**config.mk**
```make
export PLATFORM = sky130hd
export DESIGN_NAME = string_to_unsigned_parser
export DESIGN_NICKNAME = d
export VERILOG_FILES = /design/src/rtl/core/stup_pkg.sv /design/src/rtl/core/stup_front.sv /design/src/rtl/core/stup_queue.sv /design/src/rtl/core/stup_back.sv /design/src/rtl/core/string_to_unsigned_parser.sv
export SDC_FILE = /design/constraint.sdc
export NUM_CORES = 1
export LEC_CHECK = 0
export ABC_AREA = 0
export BUFFER_PORTS_ARGS = -buffer_cell sky130_fd_sc_hd__buf_2
export CELL_PAD_IN_SITES_DETAIL_PLACEMENT = 1
export CELL_PAD_IN_SITES_GLOBAL_PLACEMENT = 1
export CORE_MARGIN = 2
export CORE_UTILIZATION = 45
export DETAILED_ROUTE_END_ITERATION = 10
export HOLD_SLACK_MARGIN = 0.12
export PLACE_DENSITY_LB_ADDON = 0.1
export SYNTH_ARGS = -nofsm -noshare
export SYNTH_HDL_FRONTEND = slang
export SYNTH_SLANG_ARGS = --single-unit
```
**constraint.sdc**
```tcl
create_clock -name clk -period 11.6 [get_ports clk]
set_input_delay 0.58 -clock clk [delete_from_list [all_inputs] [get_ports clk]]
set_output_delay 0.58 -clock clk [all_outputs]
set_load 0.02 [all_outputs]
```
**src/rtl/core/stup_pkg.sv**
```systemverilog
// shared types, constants and character helpers for the string to unsigned parser
// no dependencies; used by the front, queue, back and top level modules
package stup_pkg;

  // fixed field widths
  localparam int CHAR_W  = 8;
  localparam int POS_W   = 16;
  localparam int BASE_W  = 6;
  localparam int DIGIT_W = 6;
  localparam int STAT_W  = 2;

  // queue between front and back
  localparam int QUEUE_AW    = 2;
  localparam int QUEUE_DEPTH = 1 << QUEUE_AW;

  // status codes
  localparam logic [STAT_W-1:0] ST_CONVERTED = 2'd0;
  localparam logic [STAT_W-1:0] ST_NO_DIGITS = 2'd1;
  localparam logic [STAT_W-1:0] ST_BAD_BASE  = 2'd2;

  // radix values
  localparam logic [BASE_W-1:0] BASE_AUTO = 6'd0;
  localparam logic [BASE_W-1:0] BASE_ONE  = 6'd1;
  localparam logic [BASE_W-1:0] BASE_OCT  = 6'd8;
  localparam logic [BASE_W-1:0] BASE_DEC  = 6'd10;
  localparam logic [BASE_W-1:0] BASE_HEX  = 6'd16;
  localparam logic [BASE_W-1:0] BASE_MAX  = 6'd36;

  // digit code for a character that is no digit in any radix
  localparam logic [DIGIT_W-1:0] DIGIT_NONE = 6'h3f;

  // character codes
  localparam logic [CHAR_W-1:0] CH_NUL   = 8'h00;
  localparam logic [CHAR_W-1:0] CH_TAB   = 8'h09;
  localparam logic [CHAR_W-1:0] CH_CR    = 8'h0d;
  localparam logic [CHAR_W-1:0] CH_SPACE = 8'h20;
  localparam logic [CHAR_W-1:0] CH_PLUS  = 8'h2b;
  localparam logic [CHAR_W-1:0] CH_MINUS = 8'h2d;
  localparam logic [CHAR_W-1:0] CH_ZERO  = 8'h30;
  localparam logic [CHAR_W-1:0] CH_NINE  = 8'h39;
  localparam logic [CHAR_W-1:0] CH_UP_A  = 8'h41;
  localparam logic [CHAR_W-1:0] CH_UP_Z  = 8'h5a;
  localparam logic [CHAR_W-1:0] CH_LO_A  = 8'h61;
  localparam logic [CHAR_W-1:0] CH_LO_Z  = 8'h7a;
  localparam logic [CHAR_W-1:0] CH_UP_X  = 8'h58;
  localparam logic [CHAR_W-1:0] CH_LO_X  = 8'h78;
  localparam logic [CHAR_W-1:0] LETTER_OFS = 8'd10;

  // one classified character word
  typedef struct packed {
    logic               is_nul;
    logic               is_blank;
    logic               is_sign;
    logic               is_zero;
    logic               is_x;
    logic [DIGIT_W-1:0] digit;
    logic [POS_W-1:0]   pos;
  } entry_t;

  // queue fill status seen by front and back
  typedef struct packed {
    logic empty;
    logic full;
  } queue_stat_t;

  // parser phases, one-hot
  typedef enum logic [6:0] {
    PH_BLANK   = 7'b0000001,
    PH_START   = 7'b0000010,
    PH_ZERO    = 7'b0000100,
    PH_ZEROX   = 7'b0001000,
    PH_DIGITS  = 7'b0010000,
    PH_DONE    = 7'b0100000,
    PH_INVALID = 7'b1000000
  } phase_t;

  // digit value of a character in radix up to 36
  function automatic logic [DIGIT_W-1:0] digit_of(input logic [CHAR_W-1:0] c);
    logic [CHAR_W-1:0] d;
    begin
      d = {CHAR_W{1'b1}};
      if (c >= CH_ZERO && c <= CH_NINE) begin
        d = c - CH_ZERO;
      end else if (c >= CH_UP_A && c <= CH_UP_Z) begin
        d = c - CH_UP_A + LETTER_OFS;
      end else if (c >= CH_LO_A && c <= CH_LO_Z) begin
        d = c - CH_LO_A + LETTER_OFS;
      end
      digit_of = (d == {CHAR_W{1'b1}}) ? DIGIT_NONE : d[DIGIT_W-1:0];
    end
  endfunction

endpackage

```
**src/rtl/core/stup_front.sv**
```systemverilog
// front part: accepts characters, classifies them and stamps their string position
// depends on stup_pkg
module stup_front import stup_pkg::*; #(
  parameter int MAX_STRING_LEN = 65535
) (
  input  logic              clk,
  input  logic              rst,
  input  logic              in_valid,
  output logic              in_stall,
  input  logic [CHAR_W-1:0] char_in,
  input  queue_stat_t       q_stat,
  output logic              push,
  output entry_t            push_entry
);

  localparam logic [POS_W-1:0] POS_LIMIT = POS_W'(MAX_STRING_LEN);

  logic [POS_W-1:0] pos;

  // accept whenever the queue has room
  assign in_stall = q_stat.full;
  assign push     = in_valid && !q_stat.full;

  // classify the character
  always_comb begin
    push_entry.is_nul   = (char_in == CH_NUL);
    push_entry.is_blank = (char_in >= CH_TAB && char_in <= CH_CR) || (char_in == CH_SPACE);
    push_entry.is_sign  = (char_in == CH_PLUS) || (char_in == CH_MINUS);
    push_entry.is_zero  = (char_in == CH_ZERO);
    push_entry.is_x     = (char_in == CH_LO_X) || (char_in == CH_UP_X);
    push_entry.digit    = digit_of(char_in);
    push_entry.pos      = pos;
  end

  // position counter, saturating, restarts after the terminator
  always_ff @(posedge clk) begin
    if (rst) begin
      pos <= '0;
    end else if (push) begin
      if (push_entry.is_nul) begin
        pos <= '0;
      end else if (pos < POS_LIMIT) begin
        pos <= pos + POS_W'(1);
      end
    end
  end

endmodule

```
**src/rtl/core/stup_queue.sv**
```systemverilog
// short queue of classified character words between front and back
// depends on stup_pkg
module stup_queue import stup_pkg::*; (
  input  logic        clk,
  input  logic        rst,
  input  logic        push,
  input  entry_t      push_entry,
  input  logic        pop,
  output entry_t      head,
  output queue_stat_t q_stat
);

  entry_t              slots [QUEUE_DEPTH];
  logic [QUEUE_AW-1:0] wr_ptr;
  logic [QUEUE_AW-1:0] rd_ptr;
  logic [QUEUE_AW:0]   count;

  assign head         = slots[rd_ptr];
  assign q_stat.empty = (count == '0);
  assign q_stat.full  = (count == (QUEUE_AW+1)'(QUEUE_DEPTH));

  // storage
  always_ff @(posedge clk) begin
    if (push) begin
      slots[wr_ptr] <= push_entry;
    end
  end

  // pointers and fill count
  always_ff @(posedge clk) begin
    if (rst) begin
      wr_ptr <= '0;
      rd_ptr <= '0;
      count  <= '0;
    end else begin
      if (push) begin
        wr_ptr <= wr_ptr + QUEUE_AW'(1);
      end
      if (pop) begin
        rd_ptr <= rd_ptr + QUEUE_AW'(1);
      end
      if (push && !pop) begin
        count <= count + (QUEUE_AW+1)'(1);
      end else if (pop && !push) begin
        count <= count - (QUEUE_AW+1)'(1);
      end
    end
  end

endmodule

```
**src/rtl/core/stup_back.sv**
```systemverilog
// back part: parse state machine, digit multiply-add, radix register and result register
// depends on stup_pkg
module stup_back import stup_pkg::*; #(
  parameter int VALUE_WIDTH = 32
) (
  input  logic                   clk,
  input  logic                   rst,
  input  logic                   cfg_write_en,
  input  logic [BASE_W-1:0]      cfg_write_data,
  input  entry_t                 head,
  input  queue_stat_t            q_stat,
  output logic                   pop,
  output logic                   out_valid,
  input  logic                   out_stall,
  output logic [VALUE_WIDTH-1:0] value,
  output logic [POS_W-1:0]       end_offset,
  output logic                   overflowed,
  output logic [STAT_W-1:0]      status
);

  localparam int MAC_W = VALUE_WIDTH + BASE_W;

  logic [BASE_W-1:0]      number_base;
  phase_t                 phase, phase_next;
  logic [VALUE_WIDTH-1:0] acc, acc_next;
  logic                   ovf, ovf_next;
  logic                   seen, seen_next;
  logic [BASE_W-1:0]      active_base, active_base_next;
  logic [POS_W-1:0]       stop_pos, stop_pos_next;
  logic [POS_W-1:0]       pending_pos, pending_pos_next;

  logic [BASE_W-1:0]      eff_base;
  logic [MAC_W-1:0]       mac;
  logic                   digit_ok;
  logic                   base_bad;
  logic                   take;
  logic                   emit;

  logic [VALUE_WIDTH-1:0] res_value;
  logic [POS_W-1:0]       res_end;
  logic                   res_ovf;
  logic [STAT_W-1:0]      res_status;

  // a terminator word waits until the result register is free
  assign pop  = !q_stat.empty && (!head.is_nul || !out_valid || !out_stall);
  assign emit = pop && head.is_nul;

  assign base_bad = (number_base == BASE_ONE) || (number_base > BASE_MAX);

  // radix applied to this character
  always_comb begin
    if (phase == PH_BLANK || phase == PH_START) begin
      if (number_base == BASE_AUTO) begin
        eff_base = head.is_zero ? BASE_OCT : BASE_DEC;
      end else begin
        eff_base = number_base;
      end
    end else if (phase == PH_ZEROX) begin
      eff_base = BASE_HEX;
    end else begin
      eff_base = active_base;
    end
  end

  assign digit_ok = (head.digit < eff_base);

  // one multiply-add per character
  assign mac = MAC_W'(acc) * MAC_W'(eff_base) + MAC_W'(head.digit);

  // next parse state
  always_comb begin
    phase_next       = phase;
    active_base_next = active_base;
    stop_pos_next    = stop_pos;
    pending_pos_next = pending_pos;
    take             = 1'b0;

    unique case (phase)
      PH_BLANK, PH_START: begin
        if (phase == PH_BLANK && head.is_blank) begin
          phase_next = PH_BLANK;
        end else if (phase == PH_BLANK && head.is_sign) begin
          phase_next = PH_START;
        end else if (head.is_zero &&
                     (number_base == BASE_HEX || number_base == BASE_AUTO)) begin
          active_base_next = eff_base;
          take             = 1'b1;
          phase_next       = PH_ZERO;
        end else if (base_bad) begin
          phase_next = PH_INVALID;
        end else begin
          active_base_next = eff_base;
          if (digit_ok) begin
            take       = 1'b1;
            phase_next = PH_DIGITS;
          end else begin
            stop_pos_next = head.pos;
            phase_next    = PH_DONE;
          end
        end
      end
      PH_ZERO: begin
        if (head.is_x) begin
          pending_pos_next = head.pos;
          phase_next       = PH_ZEROX;
        end else if (digit_ok) begin
          take       = 1'b1;
          phase_next = PH_DIGITS;
        end else begin
          stop_pos_next = head.pos;
          phase_next    = PH_DONE;
        end
      end
      PH_ZEROX: begin
        if (digit_ok) begin
          active_base_next = BASE_HEX;
          take             = 1'b1;
          phase_next       = PH_DIGITS;
        end else begin
          stop_pos_next = pending_pos;
          phase_next    = PH_DONE;
        end
      end
      PH_DIGITS: begin
        if (digit_ok) begin
          take = 1'b1;
        end else begin
          stop_pos_next = head.pos;
          phase_next    = PH_DONE;
        end
      end
      PH_DONE, PH_INVALID: begin
        phase_next = phase;
      end
      default: begin
        phase_next = PH_BLANK;
      end
    endcase

    acc_next  = take ? mac[VALUE_WIDTH-1:0] : acc;
    ovf_next  = ovf || (take && (mac[MAC_W-1:VALUE_WIDTH] != '0));
    seen_next = seen || take;
  end

  // result for a terminator word
  always_comb begin
    res_value  = '0;
    res_end    = '0;
    res_ovf    = 1'b0;
    res_status = ST_NO_DIGITS;
    if (phase == PH_BLANK || phase == PH_START) begin
      res_status = base_bad ? ST_BAD_BASE : ST_NO_DIGITS;
    end else if (phase == PH_INVALID) begin
      res_status = ST_BAD_BASE;
    end else if (seen) begin
      res_status = ST_CONVERTED;
      res_value  = ovf ? {VALUE_WIDTH{1'b1}} : acc;
      res_ovf    = ovf;
      if (phase == PH_ZERO || phase == PH_DIGITS) begin
        res_end = head.pos;
      end else if (phase == PH_ZEROX) begin
        res_end = pending_pos;
      end else begin
        res_end = stop_pos;
      end
    end
  end

  // radix register
  always_ff @(posedge clk) begin
    if (rst) begin
      number_base <= BASE_AUTO;
    end else if (cfg_write_en) begin
      number_base <= cfg_write_data;
    end
  end

  // parse state, cleared after each string
  always_ff @(posedge clk) begin
    if (rst || emit) begin
      phase       <= PH_BLANK;
      acc         <= '0;
      ovf         <= 1'b0;
      seen        <= 1'b0;
      active_base <= '0;
      stop_pos    <= '0;
      pending_pos <= '0;
    end else if (pop) begin
      phase       <= phase_next;
      acc         <= acc_next;
      ovf         <= ovf_next;
      seen        <= seen_next;
      active_base <= active_base_next;
      stop_pos    <= stop_pos_next;
      pending_pos <= pending_pos_next;
    end
  end

  // result register
  always_ff @(posedge clk) begin
    if (rst) begin
      out_valid <= 1'b0;
    end else if (emit) begin
      out_valid <= 1'b1;
    end else if (!out_stall) begin
      out_valid <= 1'b0;
    end
  end

  always_ff @(posedge clk) begin
    if (emit) begin
      value      <= res_value;
      end_offset <= res_end;
      overflowed <= res_ovf;
      status     <= res_status;
    end
  end

endmodule

```
**src/rtl/core/string_to_unsigned_parser.sv**
```systemverilog
// top level of the streaming string to unsigned integer parser
// depends on stup_pkg, stup_front, stup_queue and stup_back
//
//   channel   handshake               payload
//   input     in_valid / in_stall     char_in[7:0]
//   output    out_valid / out_stall   value, end_offset[15:0], overflowed, status[1:0]
//   config    cfg_write_en            cfg_write_data[5:0] (radix)
//
// one character per cycle sustained while the queue is not full; a terminator is
// stored in the queue, and out_valid rises when the back part takes it from there
// into the result register
// a four-word queue sits between front and back, so input keeps flowing while a
// result waits in the output register
// rst is synchronous and clears the radix to auto, the queue and the parse state
module string_to_unsigned_parser import stup_pkg::*; #(
  parameter int VALUE_WIDTH    = 32,
  parameter int MAX_STRING_LEN = 65535
) (
  input  logic                   clk,
  input  logic                   rst,
  input  logic                   cfg_write_en,
  input  logic [BASE_W-1:0]      cfg_write_data,
  input  logic                   in_valid,
  output logic                   in_stall,
  input  logic [CHAR_W-1:0]      char_in,
  output logic                   out_valid,
  input  logic                   out_stall,
  output logic [VALUE_WIDTH-1:0] value,
  output logic [POS_W-1:0]       end_offset,
  output logic                   overflowed,
  output logic [STAT_W-1:0]      status
);

  queue_stat_t q_stat;
  logic        push;
  logic        pop;
  entry_t      push_entry;
  entry_t      head;

  // accept and classify
  stup_front #(
    .MAX_STRING_LEN(MAX_STRING_LEN)
  ) u_front (
    .clk        (clk),
    .rst        (rst),
    .in_valid   (in_valid),
    .in_stall   (in_stall),
    .char_in    (char_in),
    .q_stat     (q_stat),
    .push       (push),
    .push_entry (push_entry)
  );

  // decoupling queue
  stup_queue u_queue (
    .clk        (clk),
    .rst        (rst),
    .push       (push),
    .push_entry (push_entry),
    .pop        (pop),
    .head       (head),
    .q_stat     (q_stat)
  );

  // parse and emit
  stup_back #(
    .VALUE_WIDTH(VALUE_WIDTH)
  ) u_back (
    .clk            (clk),
    .rst            (rst),
    .cfg_write_en   (cfg_write_en),
    .cfg_write_data (cfg_write_data),
    .head           (head),
    .q_stat         (q_stat),
    .pop            (pop),
    .out_valid      (out_valid),
    .out_stall      (out_stall),
    .value          (value),
    .end_offset     (end_offset),
    .overflowed     (overflowed),
    .status         (status)
  );

endmodule
```
---- Yosys cells after proc, flatten, opt, wreduce, memory -nomap -nowiden ----
Memories as Yosys holds them, arrays and structs flattened. A register that Yosys moved wholly into a read port is not among the register bits.
Index checks and enable logic that the tools add are counted.
word-level totals
  register bits after elaboration ......... 160
  bits in writable memories ............... 108
  memories ................................ 1
memory list
  name           depth  bits a word  read ports  clocked after Yosys merged registers in  wr ports  line              source
  u_queue.slots  4      27           1           1                                        1         stup_queue.sv:13  entry_t slots [QUEUE_DEPTH];
operators by class
  add/sub/neg operators ................... 11
  $mul .................................... 1
  $lt $le $gt $ge ......................... 11
  equal/unequal tests ..................... 27
  mux-type cells .......................... 54
  bitwise operators ....................... 2
  reductions and logical operators ........ 50
operators by type and width
  operator                                             count
  two-way mux 16 bit                                   11
  two-way mux 6 bit                                    11
  one-hot mux 16 bit (4 select lines)                  1
  adder 38 x 6 -> 38 bit                               1
  multiplier 32 x 6 -> 38 bit                          1
  two-way mux 7 bit                                    5
  one-hot mux 7 bit (5 select lines)                   1
  == test 8 x 6 -> 1 bit, second input constant        4
  two-way mux 32 bit                                   1
  two-way mux 8 bit                                    3
  adder 16 x 1 -> 16 bit, second input constant        1
  adder 8 x 4 -> 8 bit, second input constant          2
  == test 8 x 7 -> 1 bit, second input constant        2
  >= comparator 8 x 7 -> 1 bit, second input constant  2
  <= comparator 8 x 7 -> 1 bit, second input constant  2
  less-than comparator 16 bit, second input constant   1
  subtractor 8 x 7 -> 8 bit, second input constant     2
  inequality test 2 bit, second input constant         7
  logical AND 1 bit                                    13
  logical OR 1 bit                                     12
  two-way mux 2 bit                                    6
  one-hot mux 6 bit (2 select lines)                   1
  two-way mux 1 bit                                    11
  == test 8 bit, second input constant                 1
  38 further kinds                                     54

---- Longest topological paths before layout ----
Gate-level depths: netlist of run 1.
  depth after elaboration ................. 12
  mapped depth ............................ 28
  gate-level depth less buffers ........... 24

---- By module ----
Synthesis of run 1 repeated with hierarchy kept, for this count alone.
unflattened totals
  cell total of the unflattened synthesis .. 1716
  area total of the unflattened synthesis .. 18126.1 um^2
by module, submodules not included
  module      instances  cells each  area each (um^2)
  stup_back   1          1356        12396.9
  stup_queue  1          185         4372.9
  stup_front  1          175         1356.3

---- Worst setup path after synthesis of run 1 ----
No wires, ideal clock.
  path kind ............................... register to register
  start ................................... reg u_back.phase[4]
  end ..................................... reg u_back.acc[30]
  library setup time ...................... 128 ps
  arrival time ............................ 6220 ps
  required time ........................... 11472 ps
  setup slack ............................. 5253 ps
  cell stages (with the launch flop) ...... 27
  period minus slack after synthesis ...... 6347 ps
  cells stage by stage .................... dfxtp_1 -> buf_6 -> or4_4 -> buf_6 -> nor2_1 -> nor2_1 -> a21oi_2 -> inv_1 -> clkbuf_1 -> nor2b_1 -> fa_1 -> fa_1 -> inv_1 -> fa_1 -> inv_1 -> ha_1 -> ha_1 -> clkbuf_1 -> nand3_1 -> or3_1 -> or4_1 -> o32ai_1 -> nor2_1 -> o21ai_0 -> xor2_1 -> mux2i_1 -> nor2_1
on the way
  longest elaborated chain between the ends .. 11
  elaborated cells on any way between the ends .. 23
RTL lines
  element                                                                               line              source
  from (decl)                                                                           stup_back.sv:24   phase_t phase, phase_next;
  from (signal assigned)                                                                stup_back.sv:189  phase <= phase_next;
  parallel branches: the longest is 11 deep, another holds multiplier 32 x 6 -> 38 bit  --
  to (signal assigned)                                                                  stup_back.sv:190  acc <= acc_next;
  to (decl)                                                                             stup_back.sv:25   logic [VALUE_WIDTH-1:0] acc, acc_next;
Several ways; the timed one is not identified.
A chain may end at the register's enable or synchronous reset.

---- Final worst setup path of run 1 ----
  start ................................... reg u_back.phase[4]
  end ..................................... reg u_back.ovf
on the way
  longest elaborated chain between the ends .. 12
  elaborated cells on any way between the ends .. 25
RTL lines
  element                                                                               line              source
  parallel branches: the longest is 10 deep, another holds multiplier 32 x 6 -> 38 bit  --
  logical AND 1 bit (*)                                                                 stup_back.sv:141  ovf_next = ovf || (take && (mac[MAC_W-1:VALUE_WIDTH] != '0));
  logical OR 1 bit (*)                                                                  stup_back.sv:141
  to (signal assigned)                                                                  stup_back.sv:191  ovf <= ovf_next;
  to (decl)                                                                             stup_back.sv:26   logic ovf, ovf_next;
Every way passes the cells marked *.

==> impl_metrics.ini, run 1 <==
[sta]
period_share_pct = 66.3
fin_skew_ns = 0.0325
finalCriticalPeriod_ns = 7.70
rsz0062_at_grt = false
finalHoldViolCount = 0
fmax_mhz = 130
setup_tns_ns = 0
setup_ws_ns = 3.90
maxSlewViolCount = 0
max_slew_margin_pct = 28.2
worst_pin_slew_ns = 1.08
setup-violations-final = 0

[logic_synthesis]
synth_top_area_share_pct = 26.7
synthCells = 1654
synth_top_area_cell = edfxtp_1
synth_edf_count = 159
synth_flop_cell = edfxtp_1
synth_most_common_cell = edfxtp_1
synth_area_leaders = edfxtp_1 (27%), fa_1 (14%), dfxtp_1 (12%)
synth_cell_types = 73
syn-num-nets = 1901
syn_area_per_cell_um2 = 10.8
async_flop_share_pct = 0
synth_seq_cells = 270
synth_common_cells = edfxtp_1 (159), and2_1 (146), nand2_1 (136), nor2_1 (135), fa_1 (125)
synth_area_um2 = 17900
synth-seq-area-share_pct = 39.2
synth_warnings = 0

[run]
cap_violations = 0

[route]
first_pass_iters = 4
drt_iter0_drc = 545
drc = 0
wl_mm = 45.3
ant_nets = 0
viasPerCell = 5.58
vias = 12488
wl_per_cell_um = 20.3

[grt]
grt_max_degree = 77
grt_overflow = 0
grt_pass1_wl_mm = 74.4
grt_pass1_vias = 13705
grtUsageTotal_pct = 22.7
grt_antenna_before_repair = 0

[floorplan]
initial_core_util_pct = 45.9
die_y_um = 203
core_um2 = 38900
io_pins = 72
placementRows = 72
die_w_um = 203
die_area_um2 = 41300

[setup_path]
critPathArrivalTime_ns = 8.18
cp.required_ns = 12.09
slowest_delay_ns = 0.76
path_delay_family = simple AND/OR/NAND/NOR gates
r2r_cells = 20
crit_slowest_cell = nor3_1
worstPathCellList = or4_4 > nor3_1 > nor2_1 > a21oi_2 > inv_1 > buf_4 > nor2b_1 > fa_1 > fa_1 > fa_1 > ha_1 > ha_1 > and3_1 > a32oi_1 > nand3_1 > a211oi_1 > o21ai_0 > xnor2_1 > and4_1 > a31oi_1
cp.depth = 20
critPathBufInv = 2
cp-start-kind = register
cp-end-kind = register
worstSetupPathType = register to register
critPathMaxFanout = 17
cpMostUsedCell = fa_1

[power_and_ir_drop]
p_leak_nw = 8.03
power_density_nw_per_um2 = 186
ir_worst_vdd_mv = 0.161
finalPower_w = 0.00365

[finish]
area_growth_pct = 9.94
n_antenna_cell = 0
drive_above_1_share_pct = 11.1
nets = 1940

[cts]
clock_latency_ns = 0.61
h-tree-depth = 1
post_cts_resized = 0
clock_sinks = 270
clkTransAtPathRegs_ns = 0.06
cts_buffer_depth = 3
cts_buffers = 31
root_buffer = clkbuf_16
cts_setup_buffers = 0
ctsHoldBuffers = 0
tritoncts = yes

[place]
post-place-ws_ns = 3.96
port_buffers = 71
place_hpwl_mm = 31.9
gp_congestion = 0.825

[worst_hold_path]
hold_path.class = primary input to register
min_path_cells = 3

[outcome]
status = complete, no violations
-- layout by cell type (no fill, tap or decap), types with 7 or more instances in the layout --
master	n
a21oi_1	67
dfxtp_1	110
mux4_2	27
o211ai_1	14
inv_1	91
o21a_1	45
buf_4	16
o21ai_0	52
or3_1	14
a22oi_1	9
fa_1	125
clkbuf_1	7
nand4_1	8
and2_1	142
and3_1	10
nand2b_1	12
nor3_1	17
edfxtp_1	159
nand2_1	136
clkbuf_16	32
a21o_1	7
xnor2_1	24
a31oi_1	31
clkinv_2	8
ha_1	103
mux2i_1	52
nand3_1	23
a311oi_1	17
nor2_1	134
xor2_1	26
buf_2	71
nor2b_1	30
-- flip-flops by register name, summed over array words and instances, names as in the netlist, 6 cells and up, named ones only --
name and count:
u_queue.slots 108, u_back.acc 32, u_back.value 32, u_back.end_offset 16
u_back.pending_pos 16, u_back.stop_pos 16, u_front.pos 16, u_back.phase 7
u_back.active_base 6, u_back.number_base 6
-- power breakdown --
group | switching [W] | leakage, nW | total (W) | internal, W
clock | 0.000415 | 0.501 | 0.000988 | 0.000573
combinational | 0.000939 | 5.12 | 0.00138 | 0.000437
sequential | 0.0000913 | 2.41 | 0.00129 | 0.00120
-- per-layer routing --
| layer | up-vias | share of wire, % | GRT usage, % |
|---|---|---|---|
| met5 | - | 0 | 0 |
| met4 | 0 | 3.0 | 6.75 |
| met3 | 79 | 2.1 | 2.32 |
| met2 | 153 | 52 | 42.3 |
| met1 | 6374 | 42 | 27.6 |
| li1 | 5882 | - | - |
-- cell families (layout without fill, tap and decap cells) --
| logic type | after synthesis | after routing | synth area share [%] |
|---|---|---|---|
| AOI/OAI and AO/OA | 295 | 295 | 11.0 |
| xor gates and xnor gates | 50 | 50 | 2.45 |
| adders and majority gates | 228 | 228 | 21.2 |
| buffers and inverters | 173 | 237 | 4.06 |
| DFF | 270 | 270 | 39.2 |
| muxes | 79 | 79 | 6.32 |
| and+or+nand+nor | 559 | 559 | 15.8 |
-- worst reg2reg max path: cells and delay by family, from the launching register on --
kind,cells,cell delay (ns)
simple gates,7,2.45
fa+ha+maj,5,2.19
compound gates,5,1.67
buf+inv,2,0.73
flops,1,0.39
xor+xnor,1,0.17
-- through the flow --
| stage | util [%] | cells | hold WS [ns] | instance area, um^2 |
|---|---|---|---|---|
| floorplan | - | 1654 | 0.454 | 17900 |
| global placement | 47.9 | 2178 | 0.465 | 18600 |
| detailed placement | 47.9 | 2178 | 0.476 | 18600 |
| CTS | 50.5 | 2236 | 0.190 | 19600 |
| global route | 50.5 | 2236 | 0.217 | 19600 |
| finish | 50.5 | 2236 | 0.219 | 19600 |
-- final cells by class --
type / instances / area, um^2
clock buffer: 39 / 827
clock inverter: 19 / 190
fill: 4259 / 19300
inverter: 92 / 345
multi-input combinational: 1211 / 10200
sequential: 270 / 7000
tap: 518 / 648
timing repair buffer: 87 / 475
-- final timing paths --
kind / from / endpoint / slack [ns]
worst max-delay path: u_back.phase[4]$_SDFFE_PP0P_ / u_back.ovf$_SDFFE_PP0P_ / 3.90
worst min-delay path: cfg_write_data[4] / u_back.number_base[4]$_SDFFE_PP0P_ / 0.22
worst max register to register: u_back.phase[4]$_SDFFE_PP0P_ / u_back.ovf$_SDFFE_PP0P_ / 3.90
worst min register to register: u_back.out_valid$_SDFFE_PP0P_ / u_back.out_valid$_SDFFE_PP0P_ / 0.48
No activity file was read; power rests on OpenSTA's default activity.
==> run 2, diff against run 1 <==
clock period = 7.4 ns   (was 11.6 ns; I/O delays follow)
==> run 2 against run 1 <==
- global-route usage rose by 0.13 points
- power rose by 59%
- flip-flop and latch count did not move
- critical path depth rose by 2
- non-clock buffer count rose by 18
- final area rose by 0.99%
- sequential share of layout area fell by 0.35 points
- largest cell class unchanged
==> impl_metrics.ini, run 2 (synthesis results as in run 1) <==
[outcome]
status = complete, no violations

[place]
place_hpwl_mm = 33.1
port_buffers = 71
gp_congestion = 0.840
placed_cell_area_um2 = 18700

[finish]
nFillCells = 4219
final_area_um2 = 19800
register_area_um2 = 7000
utilization_pct = 51.0
n_antenna_cell = 0
largest-register = u_queue.slots
drive_above_1_share_pct = 11.8
layout_common_cells = edfxtp_1 (159), and2_1 (146), nand2_1 (136)
multi_input_area_um2 = 10200
largest_reg_flops = 108
area_growth_pct = 11.0
layout_commonest_cell = edfxtp_1
top_regs = u_queue.slots x108, u_back.acc x32, u_back.value x32
nets = 1958

[grt]
grt_antenna_before_repair = 0
grtUsageTotal_pct = 22.8
grt_max_degree = 77
grt_overflow = 0
grt_pass1_wl_mm = 75.2
grt_pass1_vias = 13873

[floorplan]
die_area_um2 = 41300
io_pins = 72
die_y_um = 203
placementRows = 72
core_um2 = 38900
initial_core_util_pct = 45.9
die_w_um = 203

[cts]
clock_sinks = 270
h-tree-depth = 1
post_cts_resized = 0
cts_setup_buffers = 0
tritoncts = yes
clock_latency_ns = 0.57
cts_buffers = 31
clkTransAtPathRegs_ns = 0.07
cts_buffer_depth = 3
root_buffer = clkbuf_16
ctsHoldBuffers = 7

[setup_path]
critPathArrivalTime_ns = 7.36
reg2reg_from = u_back.phase[4]$_SDFFE_PP0P_
cp-start-kind = register
worstSetupPathType = register to register
cp.required_ns = 7.86
cp-end-kind = register
r2r_cells = 22
rrSetupSlack_ns = 0.50
critPathMaxFanout = 15
r2r-end = u_back.ovf$_SDFFE_PP0P_

[worst_hold_path]
hold_path.startpoint = char_in[7]
hold_path.class = primary input to register
min_path_cells = 2
whs_endpoint = u_queue.slots[3][23]$_DFFE_PP_

[sta]
worst_pin_slew_ns = 1.09
setup-violations-final = 0
finalHoldViolCount = 0
rsz0062_at_grt = false
whs_ns = 0.188
period_share_pct = 93.2
fmax_mhz = 145
finalCriticalPeriod_ns = 6.90
setup_tns_ns = 0
max_slew_margin_pct = 27.1
maxSlewViolCount = 0
fin_skew_ns = 0.0107

[route]
wl_mm = 45.9
viasPerCell = 5.57
first_pass_iters = 5
drt_iter0_drc = 382
drc = 0
vias = 12554
wl_per_cell_um = 20.3
ant_nets = 0

[power_and_ir_drop]
finalPower_w = 0.00582
ir_worst_vdd_mv = 0.173
p_leak_nw = 8.13
power_density_nw_per_um2 = 294

[run]
cap_violations = 0
[run 2: cell count changes in the layout (fill, tap and decap cells not counted), moves of 4 or more]
cell | before | now
and2_2 | 4 | 0
clkbuf_1 | 7 | 3
and2_1 | 142 | 146
buf_4 | 16 | 27
dlygate4sd3_1 | 0 | 7
[run 2: metal layers]
metal / vias to the layer above / track usage, % / part of all wire [%]
li1: 5915 / - / -
met3: 61 / 2.43 / 2.8
met2: 160 / 42.3 / 52
met5: - / 0 / 0
met4: 0 / 5.89 / 2.2
met1: 6418 / 28.2 / 43
[run 2: how the worst max path moves through the flow]
stage | from | to | slack (ns) | depth (start not counted)
floorplan | u_back.phase[4]$_SDFFE_PP0P_ | u_back.acc[30]$_SDFFE_PP0P_ | 1.05 | 26
global placement | u_back.phase[4]$_SDFFE_PP0P_ | u_back.ovf$_SDFFE_PP0P_ | 0.61 | 22
detailed placement | u_back.phase[4]$_SDFFE_PP0P_ | u_back.ovf$_SDFFE_PP0P_ | 0.49 | 22
CTS | u_back.phase[4]$_SDFFE_PP0P_ | u_back.ovf$_SDFFE_PP0P_ | 0.46 | 22
global route | u_back.phase[4]$_SDFFE_PP0P_ | u_back.acc[30]$_SDFFE_PP0P_ | 0.007 | 21
finish | u_back.phase[4]$_SDFFE_PP0P_ | u_back.ovf$_SDFFE_PP0P_ | 0.50 | 22
[run 2: through the flow]
stage          cells  setup slack [ns]
2_1_floorplan   1654              1.05
3_3_place_gp    2189             0.612
6_report        2254             0.502
4_1_cts         2254             0.459
5_1_grt         2254           0.00655
3_5_place_dp    2189             0.493
[run 2: power by group]
group / internal, W / switching [W] / leakage (nW)
sequential: 0.00187 / 0.000146 / 2.41
combinational: 0.000726 / 0.00148 / 5.20
clock: 0.000942 / 0.000652 / 0.523
total: 0.00354 / 0.00228 / 8.13
[run 2: final cells by class]
class | instances | share of cell area (%)
multi-input combinational | 1211 | 51.2
sequential | 270 | 35.3
clock buffer | 37 | 4.18
tap | 518 | 3.27
timing repair buffer | 105 | 3.17
inverter | 92 | 1.74
clock inverter | 21 | 1.19
[run 2: worst max-delay path, cell delays in order, from the launching register on]
cell and delay, ns:
dfxtp_1 0.38, or4_4 0.59, or3_1 0.43, o21ai_2 0.72, buf_4 0.35, nand2_1 0.10
fa_1 0.51, inv_1 0.05, fa_1 0.48, inv_1 0.06, fa_1 0.54, inv_1 0.05
ha_1 0.29, ha_1 0.41, a21o_1 0.21, a21oi_1 0.17, o21bai_1 0.13, a2111oi_0 0.42
nor3_1 0.17, a211oi_1 0.23, o311a_1 0.20, and4_1 0.20, a31oi_1 0.08
==> run 3, diff against run 2 <==
CORE_MARGIN = 10   (was 2)
==> run 3 against run 2 <==
- flip-flop and latch count unchanged
- final area up 0.27%
- largest power group unchanged
- largest cell class unchanged
- critical path type unchanged
- final cell count up 0.22%
- highest routed layer unchanged
==> impl_metrics.ini, run 3 (synthesis results as in run 1) <==
[setup_path]
cp-end-kind = register
rrSetupSlack_ns = 0.60
critPathArrivalTime_ns = 7.24
crit_slowest_cell = or4_4
cp.required_ns = 7.83
worstSetupPathType = register to register
slowest_delay_ns = 0.59
worstPathCellList = or4_4 > nor3_1 > buf_4 > o22a_1 > buf_4 > nand2_1 > fa_1 > inv_1 > fa_1 > inv_1 > fa_1 > inv_1 > ha_1 > ha_1 > a21o_1 > a21oi_1 > o21bai_1 > a2111oi_0 > nor3_1 > a211oi_1 > o311a_1 > and4_1 > a31oi_1
critPathBufInv = 5
cp-start-kind = register
critPathMaxFanout = 20
path_delay_family = adder cells

[power_and_ir_drop]
ir_worst_vdd_mv = 0.189
finalPower_w = 0.00588
power_density_nw_per_um2 = 296
p_leak_nw = 8.13

[cts]
clock_latency_ns = 0.55
cts_buffers = 34
clkTransAtPathRegs_ns = 0.06
cts_buffer_depth = 3
h-tree-depth = 2
root_buffer = clkbuf_16
clock_sinks = 270
tritoncts = yes

[floorplan]
initial_core_util_pct = 45.9
die_w_um = 219
die_y_um = 219
io_pins = 72
placementRows = 72
die_area_um2 = 48100
core_um2 = 38900

[finish]
drive_above_1_share_pct = 11.6
final_area_um2 = 19900
n_antenna_cell = 0
layout_common_cells = edfxtp_1 (159), and2_1 (146), nand2_1 (136)
layout.cells.non_filler = 2259
top_regs = u_queue.slots x108, u_back.acc x32, u_back.value x32
layout_commonest_cell = edfxtp_1
largest_reg_flops = 108
largest-register = u_queue.slots
area_growth_pct = 11.3
nets = 1962

[sta]
fin_skew_ns = 0.0214
finalCriticalPeriod_ns = 6.80
period_share_pct = 92.0
worst_pin_slew_ns = 1.09
finalHoldViolCount = 0
max_slew_margin_pct = 27.6
setup-violations-final = 0
rsz0062_at_grt = false
fmax_mhz = 147
whs_ns = 0.223
maxSlewViolCount = 0
setup_tns_ns = 0

[route]
drc = 0
drt_iter0_drc = 563
first_pass_iters = 4
wl_mm = 46.4
vias = 12554
wl_per_cell_um = 20.5
ant_nets = 0
viasPerCell = 5.56

[place]
port_buffers = 71
placed_cell_area_um2 = 18700
gp_congestion = 0.851
placed_cells_incl_taps = 2188
place_hpwl_mm = 33.4

[grt]
grt_pass1_vias = 13972
grt_pass1_wl_mm = 75.9
grt_overflow = 0
grt_max_degree = 77
grt_antenna_before_repair = 1
grtUsageTotal_pct = 19.8

[outcome]
status = complete, no violations

[worst_hold_path]
hold_path.class = primary input to register

[run]
cap_violations = 0
## run 3: power breakdown
part           switching (W)  internal [W]  total, W
Sequential          0.000143       0.00187   0.00202
Combinational        0.00152      0.000752   0.00227
Clock               0.000668      0.000928   0.00160
Total                0.00233       0.00356   0.00588
## run 3: timing repair
item | in CTS | in global routing
hold buffers | 7 | 0
endpoints found under the setup margin | 0 | 2
buffers inserted | 0 | 2
gates resized for setup | 0 | 3
hold endpoints to repair | 7 | 0
## run 3: worst paths after layout
| check | startpoint | endpoint | cells after the start |
|---|---|---|---|
| hold / removal | char_in[6] | u_queue.slots[1][25]$_DFFE_PP_ | 2 |
| hold reg to reg | u_back.out_valid$_SDFFE_PP0P_ | u_back.out_valid$_SDFFE_PP0P_ | 2 |
| setup reg to reg | u_back.phase[4]$_SDFFE_PP0P_ | u_back.ovf$_SDFFE_PP0P_ | 23 |
| setup / recovery | u_back.phase[4]$_SDFFE_PP0P_ | u_back.ovf$_SDFFE_PP0P_ | 23 |
## run 3: layout make-up
type	instances	area (um^2)
fill	4200	19000
multi-input combinational	1211	10200
sequential	270	7000
clock buffer	47	930
timing repair buffer	106	648
tap	518	648
inverter	92	349
clock inverter	15	150
## run 3: through the flow
| stage | utilization (%) | worst slack [ns] |
|---|---|---|
| finish | 51.1 | 0.595 |
| global route | 51.1 | 0.114 |
| global placement | 48.1 | 0.485 |
| CTS | 51.0 | 0.362 |
| detailed placement | 48.1 | 0.388 |
| floorplan | - | 1.05 |
## run 3: routing by layer
layer | part of all wire [%] | global-route usage (%) | vias up
li1 | - | - | 5931
met1 | 43 | 23.6 | 6411
met2 | 52 | 36.3 | 159
met5 | 0 | 0 | -
met4 | 1.8 | 4.87 | 0
met3 | 3.4 | 3.33 | 53
